`src/hw/rtl/rfbs_pkg.sv`:
```
`timescale 1ns / 1ps
// Shared types, constants and the channel filter bandwidth table of the
// receive filter bandwidth selector. No dependencies.
package rfbs_pkg;

   // Crystal frequency in Hz and derived arithmetic widths.
   localparam logic [24:0] XtalHz    = 25'd26000000;
   localparam int          RateProdW = 34;   // (256 + mantissa) * crystal
   localparam int          DevProdW  = 29;   // (8 + mantissa) * crystal
   localparam int          RateHzW   = 21;
   localparam int          DevHzW    = 19;
   localparam int          BwHzW     = 20;
   localparam int          GuardW    = 20;
   localparam int          NeedW     = 22;

   // Modulation format codes, bits 6:4 of the modem config register.
   localparam logic [2:0] MOD_2FSK = 3'd0;
   localparam logic [2:0] MOD_GFSK = 3'd1;
   localparam logic [2:0] MOD_OOK  = 3'd3;

   // Fixed register patches.
   localparam logic [3:0]       OOK_BW_CODE       = 4'hA;
   localparam logic [2:0]       AGC_NARROW_LOW    = 3'd3;
   localparam logic [BwHzW-1:0] AGC_NARROW_LIMIT  = 20'd101562;
   localparam logic [GuardW-1:0] GUARD_RESET      = 20'd50000;

   typedef enum logic [1:0] {
      ACT_RETAIN      = 2'd0,
      ACT_FM_OK       = 2'd1,
      ACT_FM_NARROWED = 2'd2,
      ACT_OOK         = 2'd3
   } action_type;

   // One input item: the register values and their present flags.
   typedef struct packed {
      logic [7:0] modcfg_value;
      logic       modcfg_present;
      logic [7:0] rate_mantissa_value;
      logic       rate_mantissa_present;
      logic [7:0] bw_exp_value;
      logic       bw_exp_present;
      logic [7:0] deviation_value;
      logic       deviation_present;
      logic [7:0] agc_value;
      logic       agc_present;
   } regs_type;

   // Item after the data rate and deviation have been worked out.
   typedef struct packed {
      regs_type             regs;
      logic [RateHzW-1:0]   rate_hz;
      logic [DevHzW-1:0]    dev_hz;
   } freq_type;

   // One result item.
   typedef struct packed {
      action_type          action;
      logic [7:0]          new_bw_exp;
      logic [7:0]          new_agc;
      logic                agc_changed;
      logic [BwHzW-1:0]    bandwidth_hz;
   } result_type;

   // Channel filter bandwidth of a 4-bit bandwidth code (exponent 3:2,
   // mantissa 1:0): crystal / (8 * (4 + M) * 2^E), truncated.
   function automatic logic [BwHzW-1:0] chan_bw(input logic [3:0] code);
      logic [BwHzW-1:0] hz;
      case (code)
         4'd0:    hz = 20'd812500;
         4'd1:    hz = 20'd650000;
         4'd2:    hz = 20'd541666;
         4'd3:    hz = 20'd464285;
         4'd4:    hz = 20'd406250;
         4'd5:    hz = 20'd325000;
         4'd6:    hz = 20'd270833;
         4'd7:    hz = 20'd232142;
         4'd8:    hz = 20'd203125;
         4'd9:    hz = 20'd162500;
         4'd10:   hz = 20'd135416;
         4'd11:   hz = 20'd116071;
         4'd12:   hz = 20'd101562;
         4'd13:   hz = 20'd81250;
         4'd14:   hz = 20'd67708;
         default: hz = 20'd58035;
      endcase
      return hz;
   endfunction

endpackage

```
`src/hw/rtl/rfbs_freq_calc.sv`:
```
`timescale 1ns / 1ps
// Two pipeline stages that turn the rate and deviation registers into Hz.
// Depends on rfbs_pkg.
module rfbs_freq_calc (
   input  logic               clock,
   input  logic               reset,
   input  logic               in_valid,
   output logic               in_ready,
   input  rfbs_pkg::regs_type in_regs,
   output logic               out_valid,
   input  logic               out_ready,
   output rfbs_pkg::freq_type out_freq
);
   import rfbs_pkg::*;

   logic                 s1_valid_ff;
   regs_type             s1_regs_ff;
   logic [RateProdW-1:0] s1_rate_prod_ff;
   logic [RateProdW-1:0] s1_rate_prod_in;
   logic [DevProdW-1:0]  s1_dev_prod_ff;
   logic [DevProdW-1:0]  s1_dev_prod_in;
   logic                 s1_adv;

   logic                 s2_valid_ff;
   freq_type             s2_freq_ff;
   freq_type             s2_freq_in;
   logic                 s2_adv;

   logic [RateProdW+14:0] rate_shifted;
   logic [RateProdW+14:0] rate_rounded;
   logic [DevProdW+6:0]   dev_shifted;
   logic [DevProdW+6:0]   dev_rounded;

   // A stage takes a new item when it is empty or its item moves on.
   assign s2_adv   = !s2_valid_ff || out_ready;
   assign s1_adv   = !s1_valid_ff || s2_adv;
   assign in_ready = s1_adv;

   // Stage 1: constant multiplies of the mantissas by the crystal frequency.
   always_comb begin
      s1_rate_prod_in = RateProdW'({1'b1, in_regs.rate_mantissa_value})
                        * RateProdW'(XtalHz);
      s1_dev_prod_in  = DevProdW'({1'b1, in_regs.deviation_value[2:0]})
                        * DevProdW'(XtalHz);
   end

   always_ff @(posedge clock) begin
      if (reset) begin
         s1_valid_ff <= 1'b0;
      end else if (s1_adv) begin
         s1_valid_ff <= in_valid;
      end
      if (s1_adv && in_valid) begin
         s1_regs_ff      <= in_regs;
         s1_rate_prod_ff <= s1_rate_prod_in;
         s1_dev_prod_ff  <= s1_dev_prod_in;
      end
   end

   // Stage 2: apply the exponents, round to the nearest Hz and scale down.
   always_comb begin
      rate_shifted = (RateProdW+15)'(s1_rate_prod_ff) << s1_regs_ff.bw_exp_value[3:0];
      rate_rounded = rate_shifted + ((RateProdW+15)'(1) << 27);
      dev_shifted  = (DevProdW+7)'(s1_dev_prod_ff) << s1_regs_ff.deviation_value[6:4];
      dev_rounded  = dev_shifted + ((DevProdW+7)'(1) << 16);
      s2_freq_in.regs    = s1_regs_ff;
      s2_freq_in.rate_hz = rate_rounded[RateProdW+14:28];
      s2_freq_in.dev_hz  = dev_rounded[DevProdW+6:17];
   end

   always_ff @(posedge clock) begin
      if (reset) begin
         s2_valid_ff <= 1'b0;
      end else if (s2_adv) begin
         s2_valid_ff <= s1_valid_ff;
      end
      if (s2_adv && s1_valid_ff) begin
         s2_freq_ff <= s2_freq_in;
      end
   end

   assign out_valid = s2_valid_ff;
   assign out_freq  = s2_freq_ff;

   // A held item must not be overwritten while the next stage refuses it.
   a_hold_when_blocked: assert property (@(posedge clock) disable iff (reset)
      s2_valid_ff && !out_ready |=> s2_valid_ff && $stable(s2_freq_ff))
      else $error("rfbs_freq_calc: blocked item changed");

   // The deviation of the widest setting stays inside its field.
   a_dev_range: assert property (@(posedge clock) disable iff (reset)
      s2_valid_ff |-> s2_freq_ff.dev_hz <= DevHzW'(380859))
      else $error("rfbs_freq_calc: deviation out of range");

   // Stage 1 only fills when an item is offered.
   a_fill_source: assert property (@(posedge clock) disable iff (reset)
      !s1_valid_ff && !in_valid |=> !s1_valid_ff)
      else $error("rfbs_freq_calc: stage filled without an item");

endmodule

```
`src/hw/rtl/rfbs_bw_select.sv`:
```
`timescale 1ns / 1ps
// Two pipeline stages: bandwidth need, then filter choice and register patch.
// Depends on rfbs_pkg.
module rfbs_bw_select (
   input  logic                         clock,
   input  logic                         reset,
   input  logic [rfbs_pkg::GuardW-1:0]  guard_hz,
   input  logic                         in_valid,
   output logic                         in_ready,
   input  rfbs_pkg::freq_type           in_freq,
   output logic                         out_valid,
   input  logic                         out_ready,
   output rfbs_pkg::result_type         out_result
);
   import rfbs_pkg::*;

   logic             s3_valid_ff;
   regs_type         s3_regs_ff;
   logic [NeedW-1:0] s3_need_ff;
   logic [NeedW-1:0] s3_need_in;
   logic             s3_adv;

   logic             s4_valid_ff;
   result_type       s4_result_ff;
   result_type       s4_result_in;
   logic             s4_adv;

   logic [15:0]      fits;
   logic [4:0]       fit_count;
   logic [3:0]       sel_code;
   logic [BwHzW-1:0] sel_hz;
   logic [BwHzW-1:0] orig_hz;
   logic [2:0]       fmt;

   assign s4_adv   = !s4_valid_ff || out_ready;
   assign s3_adv   = !s3_valid_ff || s4_adv;
   assign in_ready = s3_adv;

   // Stage 3: bandwidth the FM signal needs, with the guard margin.
   assign s3_need_in = NeedW'(in_freq.rate_hz) + NeedW'({in_freq.dev_hz, 1'b0})
                       + NeedW'(guard_hz);

   always_ff @(posedge clock) begin
      if (reset) begin
         s3_valid_ff <= 1'b0;
      end else if (s3_adv) begin
         s3_valid_ff <= in_valid;
      end
      if (s3_adv && in_valid) begin
         s3_regs_ff <= in_freq.regs;
         s3_need_ff <= s3_need_in;
      end
   end

   // Stage 4: the table falls with the code, so the settings that meet the
   // need form a run from code 0 and the narrowest is the last of them.
   always_comb begin
      for (int i = 0; i < 16; i++) begin
         fits[i] = NeedW'(chan_bw(4'(i))) >= s3_need_ff;
      end
      fit_count = 5'($countones(fits));
      sel_code  = (fit_count == 5'd0) ? 4'd0 : 4'(fit_count - 5'd1);
      sel_hz    = chan_bw(sel_code);
      orig_hz   = chan_bw(s3_regs_ff.bw_exp_value[7:4]);
      fmt       = s3_regs_ff.modcfg_value[6:4];
   end

   // Stage 4: pick the action and patch the registers.
   always_comb begin
      s4_result_in.action       = ACT_RETAIN;
      s4_result_in.new_bw_exp   = s3_regs_ff.bw_exp_value;
      s4_result_in.new_agc      = s3_regs_ff.agc_value;
      s4_result_in.agc_changed  = 1'b0;
      s4_result_in.bandwidth_hz = s3_regs_ff.bw_exp_present ? orig_hz : '0;
      if (s3_regs_ff.modcfg_present) begin
         unique case (fmt) inside
            MOD_OOK: begin
               if (s3_regs_ff.bw_exp_present) begin
                  s4_result_in.action       = ACT_OOK;
                  s4_result_in.new_bw_exp   = {OOK_BW_CODE, s3_regs_ff.bw_exp_value[3:0]};
                  s4_result_in.bandwidth_hz = chan_bw(OOK_BW_CODE);
               end
            end
            MOD_2FSK, MOD_GFSK: begin
               if (s3_regs_ff.rate_mantissa_present && s3_regs_ff.bw_exp_present
                   && s3_regs_ff.deviation_present) begin
                  if (sel_hz >= orig_hz) begin
                     s4_result_in.action       = ACT_FM_OK;
                     s4_result_in.bandwidth_hz = orig_hz;
                  end else begin
                     s4_result_in.action       = ACT_FM_NARROWED;
                     s4_result_in.new_bw_exp   = {sel_code, s3_regs_ff.bw_exp_value[3:0]};
                     s4_result_in.bandwidth_hz = sel_hz;
                     if (sel_hz <= AGC_NARROW_LIMIT && s3_regs_ff.agc_present) begin
                        s4_result_in.new_agc     = {s3_regs_ff.agc_value[7:3], AGC_NARROW_LOW};
                        s4_result_in.agc_changed = 1'b1;
                     end
                  end
               end
            end
            default: begin
               s4_result_in.action = ACT_RETAIN;
            end
         endcase
      end
   end

   always_ff @(posedge clock) begin
      if (reset) begin
         s4_valid_ff <= 1'b0;
      end else if (s4_adv) begin
         s4_valid_ff <= s3_valid_ff;
      end
      if (s4_adv && s3_valid_ff) begin
         s4_result_ff <= s4_result_in;
      end
   end

   assign out_valid  = s4_valid_ff;
   assign out_result = s4_result_ff;

   // Whenever some setting meets the need, the chosen filter is wide enough for it.
   a_narrow_meets_need: assert property (@(posedge clock) disable iff (reset)
      s3_valid_ff && fit_count != 5'd0 |-> NeedW'(sel_hz) >= s3_need_ff)
      else $error("rfbs_bw_select: chosen filter too narrow");

   // The matching settings form a contiguous run starting at code 0.
   a_thermometer: assert property (@(posedge clock) disable iff (reset)
      s3_valid_ff |-> ((fits + 16'd1) & fits) == 16'd0)
      else $error("rfbs_bw_select: fit mask not contiguous");

   // A result waiting on a stalled output stays put.
   a_hold_when_blocked: assert property (@(posedge clock) disable iff (reset)
      s4_valid_ff && !out_ready |=> s4_valid_ff && $stable(s4_result_ff))
      else $error("rfbs_bw_select: blocked result changed");

endmodule

```
`src/hw/rtl/rx_filter_bandwidth_selector_core.sv`:
```
`timescale 1ns / 1ps
// Top level of the receive filter bandwidth selector: guard register and the
// four-stage pipeline. Depends on rfbs_pkg, rfbs_freq_calc and rfbs_bw_select.
//
// Usage:
//   An item on the req_ channel carries the modem register values, each with a
//   present flag. It is taken at a clock edge with req_valid high and
//   req_stall low. One result item per input item leaves on the rsp_ channel
//   and is taken at an edge with rsp_valid high and rsp_stall low.
//   The csr_ channel writes the guard margin (Hz) added to the FM bandwidth
//   need; csr_ready is always high. Write it only while no item is in flight.
//   The pipeline has four register stages: two for the data rate and
//   deviation multiplies and rounding, one for the need sum, and one for the
//   table compare and register patch, which is also the output register.
//   rsp_valid comes from that output register, which an item reaches after
//   the other three. Throughput is one item per cycle while rsp_stall is low.
//   When the receiver stalls, the held result stays stable and empty stages
//   behind it still fill, so up to four items are taken before req_stall
//   rises. Synchronous reset empties the pipeline and sets the guard to
//   50000 Hz.
module rx_filter_bandwidth_selector_core (
   input  logic        clock,
   input  logic        reset,
   // Input items.
   input  logic        req_valid,
   output logic        req_stall,
   input  logic [7:0]  req_modcfg_value,
   input  logic        req_modcfg_present,
   input  logic [7:0]  req_rate_mantissa_value,
   input  logic        req_rate_mantissa_present,
   input  logic [7:0]  req_bw_exp_value,
   input  logic        req_bw_exp_present,
   input  logic [7:0]  req_deviation_value,
   input  logic        req_deviation_present,
   input  logic [7:0]  req_agc_value,
   input  logic        req_agc_present,
   // Result items.
   output logic        rsp_valid,
   input  logic        rsp_stall,
   output logic [1:0]  rsp_action,
   output logic [7:0]  rsp_new_bw_exp,
   output logic [7:0]  rsp_new_agc,
   output logic        rsp_agc_changed,
   output logic [19:0] rsp_bandwidth_hz,
   // Guard margin register.
   input  logic        csr_valid,
   output logic        csr_ready,
   input  logic [19:0] csr_guard_hz
);
   import rfbs_pkg::*;

   logic [GuardW-1:0] guard_hz_ff;
   regs_type          req_regs;
   freq_type          calc_freq;
   logic              calc_valid;
   logic              calc_ready;
   logic              sel_in_ready;
   result_type        sel_result;
   logic              calc_in_ready;

   // Guard margin register; always ready.
   assign csr_ready = 1'b1;

   always_ff @(posedge clock) begin
      if (reset) begin
         guard_hz_ff <= GUARD_RESET;
      end else if (csr_valid && csr_ready) begin
         guard_hz_ff <= csr_guard_hz;
      end
   end

   // Gather the input fields.
   always_comb begin
      req_regs.modcfg_value          = req_modcfg_value;
      req_regs.modcfg_present        = req_modcfg_present;
      req_regs.rate_mantissa_value   = req_rate_mantissa_value;
      req_regs.rate_mantissa_present = req_rate_mantissa_present;
      req_regs.bw_exp_value          = req_bw_exp_value;
      req_regs.bw_exp_present        = req_bw_exp_present;
      req_regs.deviation_value       = req_deviation_value;
      req_regs.deviation_present     = req_deviation_present;
      req_regs.agc_value             = req_agc_value;
      req_regs.agc_present           = req_agc_present;
   end

   assign req_stall = !calc_in_ready;

   rfbs_freq_calc u_freq_calc (
      .clock     (clock),
      .reset     (reset),
      .in_valid  (req_valid),
      .in_ready  (calc_in_ready),
      .in_regs   (req_regs),
      .out_valid (calc_valid),
      .out_ready (calc_ready),
      .out_freq  (calc_freq)
   );

   assign calc_ready = sel_in_ready;

   rfbs_bw_select u_bw_select (
      .clock      (clock),
      .reset      (reset),
      .guard_hz   (guard_hz_ff),
      .in_valid   (calc_valid),
      .in_ready   (sel_in_ready),
      .in_freq    (calc_freq),
      .out_valid  (rsp_valid),
      .out_ready  (!rsp_stall),
      .out_result (sel_result)
   );

   // Result fields.
   assign rsp_action       = sel_result.action;
   assign rsp_new_bw_exp   = sel_result.new_bw_exp;
   assign rsp_new_agc      = sel_result.new_agc;
   assign rsp_agc_changed  = sel_result.agc_changed;
   assign rsp_bandwidth_hz = sel_result.bandwidth_hz;

   // An OOK result always carries the fixed OOK filter setting.
   a_ook_setting: assert property (@(posedge clock) disable iff (reset)
      rsp_valid && rsp_action == ACT_OOK |->
         rsp_new_bw_exp[7:4] == OOK_BW_CODE && rsp_bandwidth_hz == chan_bw(OOK_BW_CODE))
      else $error("rx_filter_bandwidth_selector_core: bad OOK setting");

   // The AGC patch only comes with a narrowed filter at or below the limit.
   a_agc_patch: assert property (@(posedge clock) disable iff (reset)
      rsp_valid && rsp_agc_changed |->
         rsp_action == ACT_FM_NARROWED && rsp_bandwidth_hz <= AGC_NARROW_LIMIT
         && rsp_new_agc[2:0] == AGC_NARROW_LOW)
      else $error("rx_filter_bandwidth_selector_core: unexpected AGC patch");

   // An FM result reports the bandwidth of its reported setting.
   a_bw_matches: assert property (@(posedge clock) disable iff (reset)
      rsp_valid && (rsp_action == ACT_FM_OK || rsp_action == ACT_FM_NARROWED) |->
         rsp_bandwidth_hz == chan_bw(rsp_new_bw_exp[7:4]))
      else $error("rx_filter_bandwidth_selector_core: bandwidth mismatch");

endmodule

```
`config.mk`:
```
export PLATFORM = sky130hd
export DESIGN_NAME = rx_filter_bandwidth_selector_core
export DESIGN_NICKNAME = d
export VERILOG_FILES = /design/src/hw/rtl/rfbs_pkg.sv /design/src/hw/rtl/rfbs_freq_calc.sv /design/src/hw/rtl/rfbs_bw_select.sv /design/src/hw/rtl/rx_filter_bandwidth_selector_core.sv
export SDC_FILE = /design/constraint.sdc
export NUM_CORES = 1
export LEC_CHECK = 0
export BUFFER_PORTS_ARGS = -buffer_cell sky130_fd_sc_hd__buf_2
export CAP_MARGIN = 40
export CORE_MARGIN = 2
export CORE_UTILIZATION = 68
export CTS_CLUSTER_DIAMETER = 80
export CTS_CLUSTER_SIZE = 24
export DETAILED_ROUTE_END_ITERATION = 7
export PLACE_DENSITY = 0.87
export SYNTH_ARGS = -nofsm -noshare
export SYNTH_HDL_FRONTEND = slang
export SYNTH_HIERARCHICAL = 1
export SYNTH_SLANG_ARGS = --single-unit
```
`constraint.sdc`:
```
create_clock -name clock -period 16.4 [get_ports clock]
set_input_delay 0.82 -clock clock [delete_from_list [all_inputs] [get_ports clock]]
set_output_delay 0.82 -clock clock [all_outputs]
set_load 0.02 [all_outputs]
```
==> metrics.cfg <==
[routing]
drt_pre_antenna_iters = 6
routed_wl_um = 39900
routedWlPerCell_um = 18.2
drtIter0Drc = 1230
vias = 13700
drc = 0
antenna_left = 0
viasPerCell = 6.23

[placement]
post-dp-hpwl_um = 30600
portBuffers = 103
dp_slack_ns = 6.33
gp_congestion = 0.954
post_dp_cell_area_mm2 = 0.0198

[worst_setup_path]
reg2reg_from = u_bw_select/s3_need_ff[1]
cp-start-kind = flop
arrival_ns = 10.51
critPathMaxStageDelay_ns = 0.68
r2r_setup_slack_ns = 6.15
crit_top_cell = fa_1
cpMaxStageDelayCell = fa_1
cp.required_ns = 16.66
path_max_fanout = 15
endpoint_kind = flop
r2r_cells = 32
worstSetupPathType = reg2reg
r2r_end = u_bw_select/out_result[0]

[floorplanning]
die_h_um = 172
chipWidth_um = 172
ios = 112
start_util_pct = 68.9
rows = 61
core_mm2 = 0.0277
dieArea_mm2 = 0.0294

[sta]
clock-skew-final_ns = 0.0270
worst_pin_slew_ns = 0.919
timing.hold.ws_ns = 0.422
period_share_pct = 62.5
slew_headroom_pct = 38.7
rsz0062_at_grt = false
worst_slack_ns = 6.15
period_needed_ns = 10.25
max_freq_mhz = 97.6
fin_tns_setup_ns = 0
hold_viol_final = 0
setup_viol = 0
finalMaxSlewViolations = 0

[layout]
fillers = 1866
syn2layout_area_growth_pct = 6.31
final_area_mm2 = 0.0203
nets = 2090
drive_gt1_share_pct = 13.1

[pwr]
p_clk_share_pct = 15.2
p_int_uw = 1550
seqPwrFrac_pct = 34.4
p_sw_uw = 1050
p_comb_share_pct = 50.4
p_sw_share_pct = 40.4
peakVddDrop_uv = 66.8
powerDensity_mw_per_mm2 = 128
leakage_uw = 0.00828

[clocking]
cts_htree_levels = 1
hold_buffers = 0
cts_resized = 0
ctsRootBufferMaster = clkbuf_16
clkSinkCount = 262
clk_latency_ns = 0.51
numCtsBuffers = 15
clockBufferDepth = 3
cts_tree = yes
clkSlewWorstSetupHoldPaths_ns = 0.09
post_cts_buffers = 0

[job]
maxCapViolations = 0

[worst_hold_path]
hp-start = u_freq_calc/s1_regs_ff[9]
worstHoldPathCells = 0
min_to = u_freq_calc/out_freq[49]
hold_path_class = reg2reg

[global_route]
antenna_found_initial = 4
grt_first_pass_wirelength_um = 64100
grt_pass1_vias = 13000
grt_max_degree = 70
overflow = 0
track_usage_pct = 27.2

[yosys]
synthesis.nets = 2029
syn_inst = 1741
postSynthAreaPerCell_um2 = 11.0
syn_area_mm2 = 0.0191
ys_warn_count = 6

[status]
outcome = finished, final reports clean

-- cells in the final DEF (no fill, tap or decap), types with 33 or more instances in the layout --
cell type  instances
nand2_1          102
buf_2            104
ha_1             151
o21ai_0           82
a21oi_1           94
nor3_1            42
edfxtp_1         218
xnor2_1           48
fa_1              67
mux4_2            33
mux2i_1           62
dfxtp_1           44
nand3_1           41
nor2_1           123
inv_1            145
-- stage by stage --
stage               power [µW]  instances  utilization, %
CTS                       2580       2189            73.2
global route              2770       2193            73.2
detailed placement        2190       2163            71.6
floorplan                 1890       1741               -
finish                    2600       2193            73.2
global placement          2130       2156            71.1
-- per-layer routing --
layer  GRT usage, %  vias to the layer above  share of wire, %
li1               -                     6528                 -
met1           36.0                     6536                42
met2           46.6                      493                49
met3           2.35                      105               5.2
met4           10.8                        0               3.9
met5              0                        -                 0
-- worst max-delay path: cells and delay by family (launching register included) --
kind                     cells  cell delay (ns)
AO/OA/AOI/OAI               14             3.51
adder cells (fa/ha/maj)      8             3.60
multiplexers                 1             0.14
AND/OR/NAND/NOR              5             1.64
buffers and inverters        4             0.60
flip-flops                   1             0.51
-- cell type report --
class | instances | area (µm²) | area share, %
Multi-Input combinational cell | 1257 | 10700 | 52.6
Inverter | 148 | 556 | 2.74
Tap cell | 378 | 473 | 2.33
Timing Repair Buffer | 118 | 698 | 3.44
Clock inverter | 3 | 37.5 | 0.185
Antenna cell | 4 | 10.0 | 0.0493
Sequential cell | 262 | 7430 | 36.6
Clock buffer | 23 | 415 | 2.05
-- registers in the layout (all words and copies together) (netlist names) --
signal and count:
guard_hz_ff 20, u_bw_select/fmt 3, u_bw_select/orig_hz 20, u_bw_select/out_result 39, u_bw_select/out_valid 1, u_bw_select/s3_need_ff 22, u_bw_select/s3_regs_ff 21, u_bw_select/s3_valid_ff 1
u_freq_calc/out_freq 64, u_freq_calc/out_valid 1, u_freq_calc/s1_dev_prod_ff 20, u_freq_calc/s1_rate_prod_ff 22, u_freq_calc/s1_regs_ff 27, u_freq_calc/s1_valid_ff 1
-- worst max-delay path by stage --
stage	startpoint	end	slack, ns	depth (start not counted)
after global routing	u_bw_select/s3_need_ff[1]	u_bw_select/out_result[0]	5.73	32
final	u_bw_select/s3_need_ff[1]	u_bw_select/out_result[0]	6.15	32
after CTS	u_bw_select/s3_need_ff[1]	u_bw_select/out_result[0]	6.30	32
after floorplan	u_bw_select/s3_need_ff[1]	u_bw_select/out_result[6]	7.50	35
after detailed placement	u_bw_select/s3_need_ff[1]	u_bw_select/out_result[0]	6.33	32
after global placement	u_bw_select/s3_need_ff[1]	u_bw_select/out_result[0]	6.25	32
-- power groups by stage --
| stage | Sequential [µW] | Clock [µW] | Combinational, µW |
|---|---|---|---|
| floorplan | 875 | 0 | 1010 |
| global placement | 903 | 0 | 1230 |
| detailed placement | 907 | 0 | 1280 |
| CTS | 893 | 401 | 1290 |
| global route | 905 | 421 | 1440 |
| finish | 894 | 395 | 1310 |
Note: power is estimated with default switching activity, not from simulation.
